==> src/streaming_nfa_pattern_matcher_top_macros.svh <==
`ifndef STREAMING_NFA_PATTERN_MATCHER_TOP_MACROS_SVH
`define STREAMING_NFA_PATTERN_MATCHER_TOP_MACROS_SVH

// Same-cycle implication, checked outside reset.
`define SNPM_ASSERT_NOW(lbl, clk, rst_n, ante, cons, msg) \
  lbl: assert property (@(posedge clk) disable iff (!rst_n) (ante) |-> (cons)) else $error(msg);

// Next-cycle implication, checked outside reset.
`define SNPM_ASSERT_NEXT(lbl, clk, rst_n, ante, cons, msg) \
  lbl: assert property (@(posedge clk) disable iff (!rst_n) (ante) |=> (cons)) else $error(msg);

`endif

==> src/snpm_pkg.sv <==
package snpm_pkg;

  localparam int unsigned CNT_W = 5;
  localparam int unsigned CFG_W = 64;
  localparam int unsigned IDX_W = 3;
  localparam int unsigned MASK_W = 16;

  localparam logic [7:0] CH_NUL = 8'h00;
  localparam logic [7:0] CH_TAB = 8'h09;
  localparam logic [7:0] CH_LF = 8'h0A;
  localparam logic [7:0] CH_CR = 8'h0D;
  localparam logic [7:0] CH_SPACE = 8'h20;
  localparam logic [7:0] CH_LOW_A = 8'h61;
  localparam logic [7:0] CH_LOW_Z = 8'h7A;
  localparam logic [7:0] CASE_OFS = 8'h20;

  typedef enum logic [IDX_W-1:0] {
    REG_LIT_LO = 3'd0,
    REG_LIT_HI = 3'd1,
    REG_ANY = 3'd2,
    REG_NONSPACE = 3'd3,
    REG_REPEAT = 3'd4,
    REG_COUNT = 3'd5,
    REG_ICASE = 3'd6
  } cfg_reg_e;

  typedef enum logic {
    FUNC_CONSUME = 1'b0,
    FUNC_RESTART = 1'b1
  } func_e;

  // Per-atom configuration seen by one cell.
  typedef struct packed {
    logic [7:0] lit;
    logic       any;
    logic       nonspace;
    logic       rep;
  } snpm_atom_t;

  // Signals handed combinationally from one cell to the next.
  typedef struct packed {
    logic cur_carry;
    logic nxt_carry;
  } snpm_link_t;

  function automatic logic [7:0] to_upper(input logic [7:0] b);
    logic is_low;
    is_low = (b >= CH_LOW_A) && (b <= CH_LOW_Z);
    return is_low ? (b - CASE_OFS) : b;
  endfunction

  function automatic logic is_blank(input logic [7:0] b);
    return (b == CH_NUL) || (b == CH_TAB) || (b == CH_LF) || (b == CH_CR) ||
           (b == CH_SPACE);
  endfunction

endpackage

==> src/streaming_nfa_pattern_matcher_top.sv <==
// Unanchored pattern search over a byte stream, one byte per clock. Each
// input transfer either consumes a byte or restarts the search, and yields
// one registered result transfer carrying the sticky matched flag. The
// active-state vector lives in a chain of one cell per atom; both repeat
// closures and the byte test ripple combinationally through that chain, so
// its length sets the clock rate, not the throughput. A two-entry output
// buffer keeps the input open while one result waits; the input stalls only
// when both entries are full. The user must write configuration through the
// plain write port while no transfer is in flight; the block does not check.
`include "streaming_nfa_pattern_matcher_top_macros.svh"

module streaming_nfa_pattern_matcher_top import snpm_pkg::*; #(
  parameter int unsigned MAX_ATOMS = 16
) (
  input  logic             clk_i,
  input  logic             rst_ni,
  input  logic             cfg_we_i,
  input  logic [IDX_W-1:0] cfg_idx_i,
  input  logic [CFG_W-1:0] cfg_data_i,
  input  logic             in_valid_i,
  output logic             in_stall_o,
  input  logic             func_i,
  input  logic [7:0]       data_byte_i,
  output logic             out_valid_o,
  input  logic             out_stall_i,
  output logic             matched_o
);

  logic [CFG_W-1:0]  lit_lo_q, lit_hi_q;
  logic [MASK_W-1:0] any_q, nonspace_q, repeat_q;
  logic [CNT_W-1:0]  count_q;
  logic              icase_q;

  logic match_q, match_d;
  logic [CNT_W-1:0] n;
  logic accept, upd, clr, accept_hit, result;
  logic [MAX_ATOMS-1:0] acc, state;
  snpm_link_t link [MAX_ATOMS+1];

  always_ff @(posedge clk_i or negedge rst_ni) begin
    if (!rst_ni) begin
      lit_lo_q <= '0;
      lit_hi_q <= '0;
      any_q <= '0;
      nonspace_q <= '0;
      repeat_q <= '0;
      count_q <= '0;
      icase_q <= 1'b0;
    end else if (cfg_we_i) begin
      case (cfg_reg_e'(cfg_idx_i))
        REG_LIT_LO: lit_lo_q <= cfg_data_i;
        REG_LIT_HI: lit_hi_q <= cfg_data_i;
        REG_ANY: any_q <= cfg_data_i[MASK_W-1:0];
        REG_NONSPACE: nonspace_q <= cfg_data_i[MASK_W-1:0];
        REG_REPEAT: repeat_q <= cfg_data_i[MASK_W-1:0];
        REG_COUNT: count_q <= cfg_data_i[CNT_W-1:0];
        REG_ICASE: icase_q <= cfg_data_i[0];
        default: ;
      endcase
    end
  end

  assign n = (count_q > CNT_W'(MAX_ATOMS)) ? CNT_W'(MAX_ATOMS) : count_q;

  assign accept = in_valid_i && !in_stall_o;
  assign clr = accept && (func_e'(func_i) == FUNC_RESTART);
  // Once matched, consume transfers leave the states untouched.
  assign upd = accept && (func_e'(func_i) == FUNC_CONSUME) && (n != '0) && !match_q;

  assign link[0] = '0;

  for (genvar i = 0; i < MAX_ATOMS; i++) begin : g_cell
    snpm_atom_t atom;
    if (i < 8) begin : g_lo
      assign atom.lit = lit_lo_q[8*i +: 8];
    end else begin : g_hi
      assign atom.lit = lit_hi_q[8*(i-8) +: 8];
    end
    assign atom.any = any_q[i];
    assign atom.nonspace = nonspace_q[i];
    assign atom.rep = repeat_q[i];

    snpm_cell #(
      .IDX(i)
    ) u_cell (
      .clk_i      (clk_i),
      .rst_ni     (rst_ni),
      .atom_i     (atom),
      .icase_i    (icase_q),
      .count_i    (n),
      .data_byte_i(data_byte_i),
      .upd_i      (upd),
      .clr_i      (clr),
      .link_i     (link[i]),
      .link_o     (link[i+1]),
      .acc_o      (acc[i]),
      .state_o    (state[i])
    );
  end

  // With a full-length pattern the accept state sits past the last cell.
  assign accept_hit = (|acc) || (link[MAX_ATOMS].nxt_carry && (n == CNT_W'(MAX_ATOMS)));

  always_comb begin
    match_d = match_q;
    if (clr) begin
      match_d = 1'b0;
    end else if (accept && (n == '0)) begin
      match_d = 1'b1;
    end else if (upd) begin
      match_d = accept_hit;
    end
  end

  always_ff @(posedge clk_i or negedge rst_ni) begin
    if (!rst_ni) begin
      match_q <= 1'b0;
    end else begin
      match_q <= match_d;
    end
  end

  assign result = match_d || (n == '0);

  snpm_obuf u_obuf (
    .clk_i      (clk_i),
    .rst_ni     (rst_ni),
    .push_i     (accept),
    .data_i     (result),
    .full_o     (in_stall_o),
    .out_valid_o(out_valid_o),
    .out_data_o (matched_o),
    .out_stall_i(out_stall_i)
  );

  `SNPM_ASSERT_NEXT(a_restart_clears, clk_i, rst_ni, clr, (!match_q && (state == '0)), "restart did not clear the search state")
  `SNPM_ASSERT_NEXT(a_matched_frozen, clk_i, rst_ni, (match_q && !clr && !cfg_we_i), ($stable(state) && match_q), "state moved after a match")
  `SNPM_ASSERT_NEXT(a_empty_matches, clk_i, rst_ni, (accept && !clr && (n == '0)), match_q, "empty pattern did not latch a match")
  `SNPM_ASSERT_NOW(a_stall_needs_out, clk_i, rst_ni, in_stall_o, out_valid_o, "input stalled with no result pending")

endmodule

==> src/snpm_cell.sv <==
module snpm_cell import snpm_pkg::*; #(
  parameter int unsigned IDX = 0
) (
  input  logic             clk_i,
  input  logic             rst_ni,
  input  snpm_atom_t       atom_i,
  input  logic             icase_i,
  input  logic [CNT_W-1:0] count_i,
  input  logic [7:0]       data_byte_i,
  input  logic             upd_i,
  input  logic             clr_i,
  input  snpm_link_t       link_i,
  output snpm_link_t       link_o,
  output logic             acc_o,
  output logic             state_o
);

  localparam logic First = (IDX == 0);

  logic state_q, state_d;
  logic en, at_n, byte_hit, s, c, hit, hold, adv, d;

  assign en = count_i > CNT_W'(IDX);
  assign at_n = count_i == CNT_W'(IDX);

  always_comb begin
    if (atom_i.any) begin
      byte_hit = 1'b1;
    end else if (atom_i.nonspace) begin
      byte_hit = !is_blank(data_byte_i);
    end else if (icase_i) begin
      byte_hit = to_upper(data_byte_i) == to_upper(atom_i.lit);
    end else begin
      byte_hit = data_byte_i == atom_i.lit;
    end
  end

  // First closure ripples in from the left, then the byte test, then the
  // second closure ripples on through the advanced states.
  assign s = (state_q & en) | First;
  assign c = s | link_i.cur_carry;
  assign hit = c & en & byte_hit;
  assign hold = hit & atom_i.rep;
  assign adv = hit & ~atom_i.rep;
  assign d = hold | link_i.nxt_carry;

  assign link_o.cur_carry = c & atom_i.rep & en;
  assign link_o.nxt_carry = adv | (d & atom_i.rep & en);

  assign acc_o = d & at_n;
  assign state_o = state_q;

  always_comb begin
    state_d = state_q;
    if (clr_i) begin
      state_d = 1'b0;
    end else if (upd_i) begin
      state_d = d;
    end
  end

  always_ff @(posedge clk_i or negedge rst_ni) begin
    if (!rst_ni) begin
      state_q <= 1'b0;
    end else begin
      state_q <= state_d;
    end
  end

endmodule

==> src/snpm_obuf.sv <==
module snpm_obuf (
  input  logic clk_i,
  input  logic rst_ni,
  input  logic push_i,
  input  logic data_i,
  output logic full_o,
  output logic out_valid_o,
  output logic out_data_o,
  input  logic out_stall_i
);

  logic out_valid_q, out_valid_d;
  logic out_data_q, out_data_d;
  logic skid_valid_q, skid_valid_d;
  logic skid_data_q, skid_data_d;
  logic out_free;

  assign out_free = !out_valid_q || !out_stall_i;

  // The skid entry takes a result only while the output register is held.
  always_comb begin
    out_valid_d = out_valid_q;
    out_data_d = out_data_q;
    skid_valid_d = skid_valid_q;
    skid_data_d = skid_data_q;
    if (out_free) begin
      if (skid_valid_q) begin
        out_valid_d = 1'b1;
        out_data_d = skid_data_q;
        skid_valid_d = 1'b0;
      end else begin
        out_valid_d = push_i;
        out_data_d = data_i;
      end
    end else if (push_i) begin
      skid_valid_d = 1'b1;
      skid_data_d = data_i;
    end
  end

  always_ff @(posedge clk_i or negedge rst_ni) begin
    if (!rst_ni) begin
      out_valid_q <= 1'b0;
      skid_valid_q <= 1'b0;
    end else begin
      out_valid_q <= out_valid_d;
      skid_valid_q <= skid_valid_d;
    end
  end

  always_ff @(posedge clk_i) begin
    out_data_q <= out_data_d;
    skid_data_q <= skid_data_d;
  end

  assign full_o = skid_valid_q;
  assign out_valid_o = out_valid_q;
  assign out_data_o = out_data_q;

endmodule
==> config.mk <==
export PLATFORM = sky130hd
export DESIGN_NAME = streaming_nfa_pattern_matcher_top
export DESIGN_NICKNAME = d
export VERILOG_FILES = /design/src/snpm_pkg.sv /design/src/streaming_nfa_pattern_matcher_top.sv /design/src/snpm_cell.sv /design/src/snpm_obuf.sv
export VERILOG_INCLUDE_DIRS = /design/src /design/src/src
export SDC_FILE = /design/constraint.sdc
export NUM_CORES = 1
export LEC_CHECK = 0
export ABC_AREA = 1
export BUFFER_PORTS_ARGS = -buffer_cell sky130_fd_sc_hd__buf_2
export CAP_MARGIN = 20
export CORE_UTILIZATION = 55
export CTS_BUF_LIST = sky130_fd_sc_hd__clkbuf_8
export CTS_CLUSTER_DIAMETER = 150
export DETAILED_ROUTE_END_ITERATION = 6
export HOLD_SLACK_MARGIN = 0.02
export PLACE_DENSITY = 0.74
export SETUP_SLACK_MARGIN = 0.05
export SLEW_MARGIN = 30
export SYNTH_ARGS = -nofsm -noshare
export SYNTH_HDL_FRONTEND = slang
export SYNTH_HIERARCHICAL = 1
export SYNTH_SLANG_ARGS = --single-unit
==> constraint.sdc <==
create_clock -name clk_i -period 9 [get_ports clk_i]
set_input_delay 0.9 -clock clk_i [delete_from_list [all_inputs] [get_ports clk_i]]
set_output_delay 0.9 -clock clk_i [all_outputs]
set_load 0.005 [all_outputs]
==> Yosys cells after proc, flatten, opt, wreduce, memory -nomap -nowiden <==
Index checks and enable logic that the tools add are counted.
{ "classes": {"n_addsub": 17, "n_lt_le_gt_ge": 51, "n_eq_ne": 58, "n_mux": 103, "bitwise": 219, "reduce_logical": 51} }
{ "ops": {"columns": ["op", "count"], "rows": [
  ["8-bit equality test", 32],
  ["1-bit AND", 155],
  ["8-bit by 7-bit >= comparator with 1-bit output (second input constant)", 17],
  ["8-bit by 7-bit less-or-equal comparator with 1-bit output (second input constant)", 17],
  ["8-bit two-way mux", 17],
  ["8-bit by 6-bit subtractor with 8-bit output (second input constant)", 17],
  ["1-bit two-way mux", 85],
  ["1-bit OR", 46],
  ["5-bit by 4-bit equality test with 1-bit output (second input constant)", 8],
  ["5-bit by 4-bit greater-than comparator with 1-bit output (second input constant)", 8],
  ["8-bit by 4-bit equality test with 1-bit output (second input constant)", 3],
  ["1-bit logical AND", 24],
  ["5-bit by 3-bit equality test with 1-bit output (second input constant)", 4],
  ["5-bit by 3-bit greater-than comparator with 1-bit output (second input constant)", 4],
  ["1-bit inverter", 18],
  ["2-bit AND reduction", 8],
  ["16-bit OR reduction", 1],
  ["5-bit by 2-bit equality test with 1-bit output (second input constant)", 2],
  ["5-bit by 1-bit greater-than comparator with 1-bit output (second input constant)", 2],
  ["5-bit by 2-bit greater-than comparator with 1-bit output (second input constant)", 2],
  ["3-bit equality test (second input constant)", 3],
  ["8-bit by 6-bit equality test with 1-bit output (second input constant)", 1],
  ["8-bit logical NOT", 1],
  ["1-bit logical OR", 7],
  ["other kinds (11)", 17]
]} }
{ "word_totals": {"reg_bits": 202, "out_inout_bits": 3, "wordCells": 526} }

==> Longest topological paths before layout <==
Gate-level depths: netlist (run 1).
{ "logic_depth": {"depth_word": 80, "ltp_mapped": 86} }

==> Cells and area by module <==
Netlist (run 1), hierarchy kept.
{ "by_module_without_submodules": {"columns": ["mod", "n_inst", "cells_per_inst", "area_each_um2", "seq_area_each_um2"], "rows": [
  ["streaming_nfa_pattern_matcher_top", 1, 709, 7126.8, 4579.4],
  ["snpm_cell at g_cell[10].u_cell", 1, 128, 666.9, 25.0],
  ["snpm_cell at g_cell[13].u_cell", 1, 125, 616.8, 25.0],
  ["snpm_cell at g_cell[4].u_cell", 1, 122, 613.1, 25.0],
  ["snpm_cell at g_cell[7].u_cell", 1, 119, 608.1, 25.0],
  ["snpm_cell at g_cell[1].u_cell", 1, 117, 606.8, 25.0],
  ["snpm_cell at g_cell[9].u_cell", 1, 120, 606.8, 25.0],
  ["snpm_cell at g_cell[5].u_cell", 1, 120, 604.3, 25.0],
  ["snpm_cell at g_cell[12].u_cell", 1, 117, 600.6, 25.0],
  ["snpm_cell at g_cell[3].u_cell", 1, 118, 598.1, 25.0],
  ["snpm_cell at g_cell[8].u_cell", 1, 113, 598.1, 25.0],
  ["snpm_cell at g_cell[11].u_cell", 1, 114, 595.6, 25.0],
  ["snpm_cell at g_cell[15].u_cell", 1, 114, 590.6, 25.0],
  ["snpm_cell at g_cell[2].u_cell", 1, 115, 584.3, 25.0],
  ["4 more rows", null, null, null, null]
]} }

==> Worst setup path before layout (run 1) <==
No wires, ideal clock.
{ "synth_timing": {"kind": "register -> register", "from": "reg count_q[0]", "to": "reg u_obuf.out_data_q, in the netlist u_obuf/out_data_o (data pin)", "setup_ps": 130, "t_arrival_ps": 6836, "path_slack_ps": 2034, "path_stages_with_launch": 51, "path_buffers": 0, "path_cell_list": "dfrtp_1 -> nor2_1 -> a31oi_1 -> nor2_1 -> nor3_1 -> nor3b_1 -> inv_1 -> nand2_1 -> inv_1 -> nor2_1 -> nor3_1 -> inv_1 -> a21oi_2 -> nor2_1 -> nor3_1 -> nor2_1 -> nor2_1 -> nor2_1 -> [... 15 more ...] -> nor2_1 -> nor3_1 -> nor2_1 -> nor3_1 -> nor2_1 -> nor3b_1 -> nand2_1 -> nand2_1 -> nand2_1 -> nand3_1 -> nor2_1 -> nand2_1 -> nand2_1 -> nand2_1 -> nand2_1 -> nand2_1 -> nand2_1 -> nand2_1"} }
{ "synth_lines": {"columns": ["item", "line", "rtl"], "rows": [
  ["start: declaration", "streaming_nfa_pattern_matcher_top.sv:31", "logic [CNT_W-1:0] count_q;"],
  ["start signal: assignment", "streaming_nfa_pattern_matcher_top.sv:56", "REG_COUNT: count_q <= cfg_data_i[CNT_W-1:0];"],
  ["end signal: assignment", "snpm_obuf.sv:52", "out_data_q <= out_data_d;"],
  ["end: declaration", "snpm_obuf.sv:13", "logic out_data_q, out_data_d;"]
]} }

==> summary.txt, run 1 <==
Status
  • Outcome: completed

Floorplan
  • DIE AREA: 31310 um^2
  • Starting density of the core: 56.35%
  • Row cnt: 63
  • Core area: 29870 um^2
  • Die height: 177.0 um
  • Die W: 177.0 um
  • IO Count: 84

Timing
  • Slew headroom: 36.69%
  • Clock Skew: 0.01777 ns
  • Slew Viols, Final: 0
  • Setup TNS: 0 ns
  • Final Hold Vio Count: 0
  • Period utilization: 87.01%
  • Hold WS: 0.3758 ns
  • Final min period: 7.830 ns
  • Max Clock Freq: 0.1277 GHz
  • Final Setup Violations: 0
  • RSZ-0062 raised after global routing: no
  • Slack of the critical path: 1.170 ns
  • Slew @ Worst Pin: 0.9496 ns

Synth
  • Synth warnings: 6
  • Avg Cell Area, Syn: 6.490 um^2
  • Syn nets: 2723
  • Gate Count Post-Synth: 2594
  • Mapped cell area: 16830 um^2

Clock network
  • Post-CTS setup buffers: 0
  • TritonCTS buffer count: 38
  • CTS sink count: 202
  • CTS resizes: 0
  • Root buffer cell: clkbuf_8
  • Clk_lat worst skew: 0.55 ns
  • Longest Clk Path Bufs: 3
  • H-tree lvl count: 2
  • Post-CTS Hold Fix Bufs: 0
  • TritonCTS clock tree: built
  • Clock-pin slew on the worst setup and hold paths: 0.06 ns

Global route
  • Largest net degree at the start of global routing: 89
  • Vias in the first global route: 15583
  • Met3 Resource Use GR: 3.565%
  • Global route overflow: 0
  • Grt peak-use layer: met2
  • GRT Total Usage: 29.07%
  • First-pass GRT wire length: 74.39 mm
  • GRT met1 Usage: 37.08%
  • Initial antenna violation count: 0
  • Met2 Use GR: 50.37%

Route
  • Overall routed net length: 44.15 mm
  • Vias: 16663
  • Remaining antenna violation count: 0
  • DRT iter0 DRCs: 1381
  • DR DRC count: 0
  • DR pass1 iterations: 7
  • Routed WL per cell: 14.15 um
  • Avg Vias per Cell: 5.341

Placed design
  • Port Buffers: 83
  • GP Congestion: 0.8884
  • Dpl ws: 1.294 ns
  • Final HPWL DP: 31.27 mm
  • Placed cell count: 3052

Worst setup path
  • CP Class: reg2reg
  • R2r endpoint: u_obuf/out_data_o
  • Worst Path Arrival: 8.24 ns
  • CP Launch Type: flip-flop
  • Slowest library cell on the worst path: dfrtp_1
  • Reg-to-Reg Start: count_q[4]
  • CP bufs+invs: 5
  • R2R Setup Slk: 1.17 ns
  • CP top delay family: simple AND/OR/NAND/NOR gates
  • Worst reg-to-reg path cell count: 51
  • Req. time, crit path: 9.41 ns
  • Cell mode on critical path: nor2_1
  • CP max FO: 29
  • Max stage delay on crit path: 0.68 ns
  • Setup crit end kind: flip-flop

Final layout
  • Share of cells above drive strength 1: 13.19%
  • # nets final: 2831
  • Sequential cell area: 5065 um^2
  • P&R area growth vs syn: 9.350%
  • Number of diodes: 0
  • Footprint of the multi-input gates: 9826 um^2
  • Filler instances: 2825
  • Non-filler cells, final: 3120

Power
  • Leakage Power: 9.990 nW
  • Peak VDD IR: 128.7 uV
  • Power per cell area: 183.6 nW/um^2

Run
  • Max-Cap Viols: 0

Min path
  • Hold Crit Class: in2async
-- stage by stage --
stage	area, um^2	total power, W	util, %
final	18410	0.003380	61.62
after global routing	18410	0.003644	61.62
after floorplan	16830	0.002128	-
after global placement	17630	0.002411	59.00
after CTS	18410	0.003398	61.61
after detailed placement	17630	0.002459	59.00
-- worst max path at each step --
stage | startpoint | endpoint | slack [ns] | depth (start not counted)
floorplan | count_q[0] | u_obuf/out_data_o | 2.03 | 50
global placement | count_q[4] | u_obuf/out_data_o | 1.65 | 51
detailed placement | count_q[4] | u_obuf/out_data_o | 1.29 | 51
CTS | count_q[4] | u_obuf/out_data_o | 1.25 | 51
global route | count_q[4] | u_obuf/out_data_o | 0.29 | 55
finish | count_q[4] | u_obuf/out_data_o | 1.17 | 51
-- area by class of cell --
type	instances	area share [%]
clock inverter	22	0.7952
inverter	439	8.958
sequential	202	27.51
timing repair buffer	106	3.269
tap	390	2.651
clock buffer	46	3.439
multi-input combinational	1915	53.37
-- state kept, by name, indices dropped and copies added (netlist names), 5 cells and up --
| name | count |
|---|---|
| nonspace_q | 16 |
| any_q | 16 |
| count_q | 5 |
| lit_lo_q | 64 |
| repeat_q | 16 |
| lit_hi_q | 64 |
| g_cell.u_cell/state_o | 15 |
-- placed cells by master, fill, tap and decap left out, types with 5 or more instances in the layout --
cell type,n
a211oi_1,7
a21oi_1,49
a21oi_2,5
a31oi_1,16
buf_2,80
buf_4,25
clkbuf_8,47
clkinv_1,6
clkinv_2,7
dfrtp_1,200
ha_1,48
inv_1,423
inv_2,22
nand2_1,781
nand2_2,59
nand3_1,165
nand3_2,13
nand4_1,68
nor2_1,243
nor2_2,26
nor3_1,27
nor3_2,14
nor3b_1,5
nor4_1,9
o2111ai_1,9
o21ai_0,129
o21ai_1,60
o21ai_2,45
o22ai_1,11
xnor2_1,66
xor2_1,30
-- where the power goes --
part           total [W]  internal [W]  switching, W  leakage [nW]
clock           0.000930      0.000520      0.000410         0.452
combinational    0.00115      0.000436      0.000716          7.00
sequential       0.00130       0.00109      0.000205          2.54
-- layer usage --
metal | part of all wire, % | wire length (um)
met1 | 44 | 19480
met2 | 48 | 21210
met3 | 5.1 | 2239
met4 | 2.8 | 1230
met5 | 0 | 0
No activity file was read; power rests on OpenSTA's default activity.
==> inputs of run 2 (changes only) <==
--- a/config.mk
+++ b/config.mk
@@ -14,8 +14,10 @@
 export CTS_CLUSTER_DIAMETER = 150
 export DETAILED_ROUTE_END_ITERATION = 6
 export HOLD_SLACK_MARGIN = 0.02
+export MAX_ROUTING_LAYER = met4
 export PLACE_DENSITY = 0.74
 export SETUP_SLACK_MARGIN = 0.05
+export SKIP_CTS_REPAIR_TIMING = 1
 export SLEW_MARGIN = 30
 export SYNTH_ARGS = -nofsm -noshare
 export SYNTH_HDL_FRONTEND = slang
==> summary.txt, run 2 (synthesis gave the netlist of run 1 again) <==
Status
  • Outcome: completed

Worst setup path
  • CP bufs+invs: 5
  • Worst Path Arrival: 8.21 ns
  • Max stage delay on crit path: 0.68 ns
  • CP top delay family: simple AND/OR/NAND/NOR gates
  • Setup crit end kind: flip-flop
  • Slowest library cell on the worst path: dfrtp_1
  • CP Launch Type: flip-flop
  • Cell mode on critical path: nor2_1
  • Req. time, crit path: 9.40 ns
  • CP Class: reg2reg
  • CP max FO: 29

Final layout
  • # nets final: 2831
  • P&R area growth vs syn: 9.231%
  • Number of diodes: 0
  • Most common cell after layout, fill and taps aside: nand2_1
  • Sequential cell area: 5065 um^2
  • Filler instances: 2819
  • Footprint of the multi-input gates: 9831 um^2
  • Largest registers: lit_hi_q (64), lit_lo_q (64)
  • Commonest non-fill, non-tap cells in the layout: nand2_1 (781), inv_1 (418), nor2_1 (243), dfrtp_1 (200), nand3_1 (164)
  • Share of cells above drive strength 1: 13.31%

Timing
  • Max Clock Freq: 0.1280 GHz
  • Slew @ Worst Pin: 0.9750 ns
  • Final Hold Vio Count: 0
  • Hold WS: 0.3577 ns
  • Final Setup Violations: 0
  • Clock Skew: 0.02300 ns
  • Slew headroom: 35.00%
  • RSZ-0062 raised after global routing: no
  • Slew Viols, Final: 0
  • Setup TNS: 0 ns
  • Period utilization: 86.80%
  • Final min period: 7.812 ns

Power
  • Final Power: 0.003351 W
  • Power per cell area: 182.2 nW/um^2
  • Peak VDD IR: 122.2 uV
  • Leakage Power: 9.971 nW

Clock network
  • CTS sink count: 202
  • TritonCTS buffer count: 38
  • Clock-pin slew on the worst setup and hold paths: 0.06 ns
  • Longest Clk Path Bufs: 3
  • TritonCTS clock tree: built
  • Clk_lat worst skew: 0.55 ns
  • Root buffer cell: clkbuf_8
  • H-tree lvl count: 2

Floorplan
  • DIE AREA: 31310 um^2
  • Core area: 29870 um^2
  • Starting density of the core: 56.35%
  • IO Count: 84
  • Die height: 177.0 um
  • Row cnt: 63
  • Die W: 177.0 um

Route
  • Overall routed net length: 44.24 mm
  • DRT iter0 DRCs: 1076
  • DR DRC count: 0
  • Routed WL per cell: 14.19 um
  • Avg Vias per Cell: 5.290
  • Vias: 16494
  • Remaining antenna violation count: 0
  • DR pass1 iterations: 6

Global route
  • Global route overflow: 0
  • GRT Total Usage: 30.07%
  • Largest net degree at the start of global routing: 129
  • Vias in the first global route: 15678
  • Initial antenna violation count: 0
  • First-pass GRT wire length: 74.52 mm

Placed design
  • GP Congestion: 0.9080
  • Final HPWL DP: 31.07 mm
  • Port Buffers: 83

Run
  • Max-Cap Viols: 0

Min path
  • Hold Crit Class: in2async
[run 2: report_power, final]
| part | leakage (nW) | total [W] | internal [W] | switching (W) |
|---|---|---|---|---|
| clock | 0.428 | 0.000896 | 0.000491 | 0.000406 |
| sequential | 2.54 | 0.00130 | 0.00109 | 0.000210 |
| combinational | 7.00 | 0.00115 | 0.000437 | 0.000716 |
| total | 9.97 | 0.00335 | 0.00202 | 0.00133 |
[run 2: path summary, 6_finish.rpt]
kind | startpoint | to | slack, ns | cells past startpoint
worst max-delay path | count_q[4] | u_obuf/out_data_o | 1.19 | 51
worst min-delay path | rst_ni | u_obuf/out_valid_o | 0.36 | 1
worst max register to register | count_q[4] | u_obuf/out_data_o | 1.19 | 51
worst min register to register | any_q[14] | any_q[14] | 0.49 | 2
max in group asynchronous | rst_ni | lit_lo_q[26] | 7.39 | 2
min in group clk_i | any_q[14] | any_q[14] | 0.49 | 2
[run 2: layer usage]
layer,track usage (%),vias up,share of wire (%)
li1,-,8450,-
met3,3.351,72,5.5
met5,-,-,0
met1,37.15,7556,44
met2,51.29,416,48
met4,9.411,0,2.4
[run 2: stage by stage]
| stage | utilization (%) | setup WS (ns) | cells | instance area (um^2) |
|---|---|---|---|---|
| finish | 61.55 | 1.188 | 3118 | 18390 |
| detailed placement | 59.03 | 1.339 | 3052 | 17640 |
| global placement | 59.02 | 1.700 | 3052 | 17630 |
| global route | 61.55 | 0.3313 | 3118 | 18390 |
| floorplan | - | 2.034 | 2594 | 16830 |
| CTS | 61.53 | 1.267 | 3118 | 18380 |
[run 2: area by class of cell]
class / count / share of cell area (%)
sequential: 202 / 27.54
clock buffer: 46 / 3.443
inverter: 439 / 8.968
timing repair buffer: 106 / 3.314
tap: 390 / 2.654
multi-input combinational: 1915 / 53.46
clock inverter: 20 / 0.6192
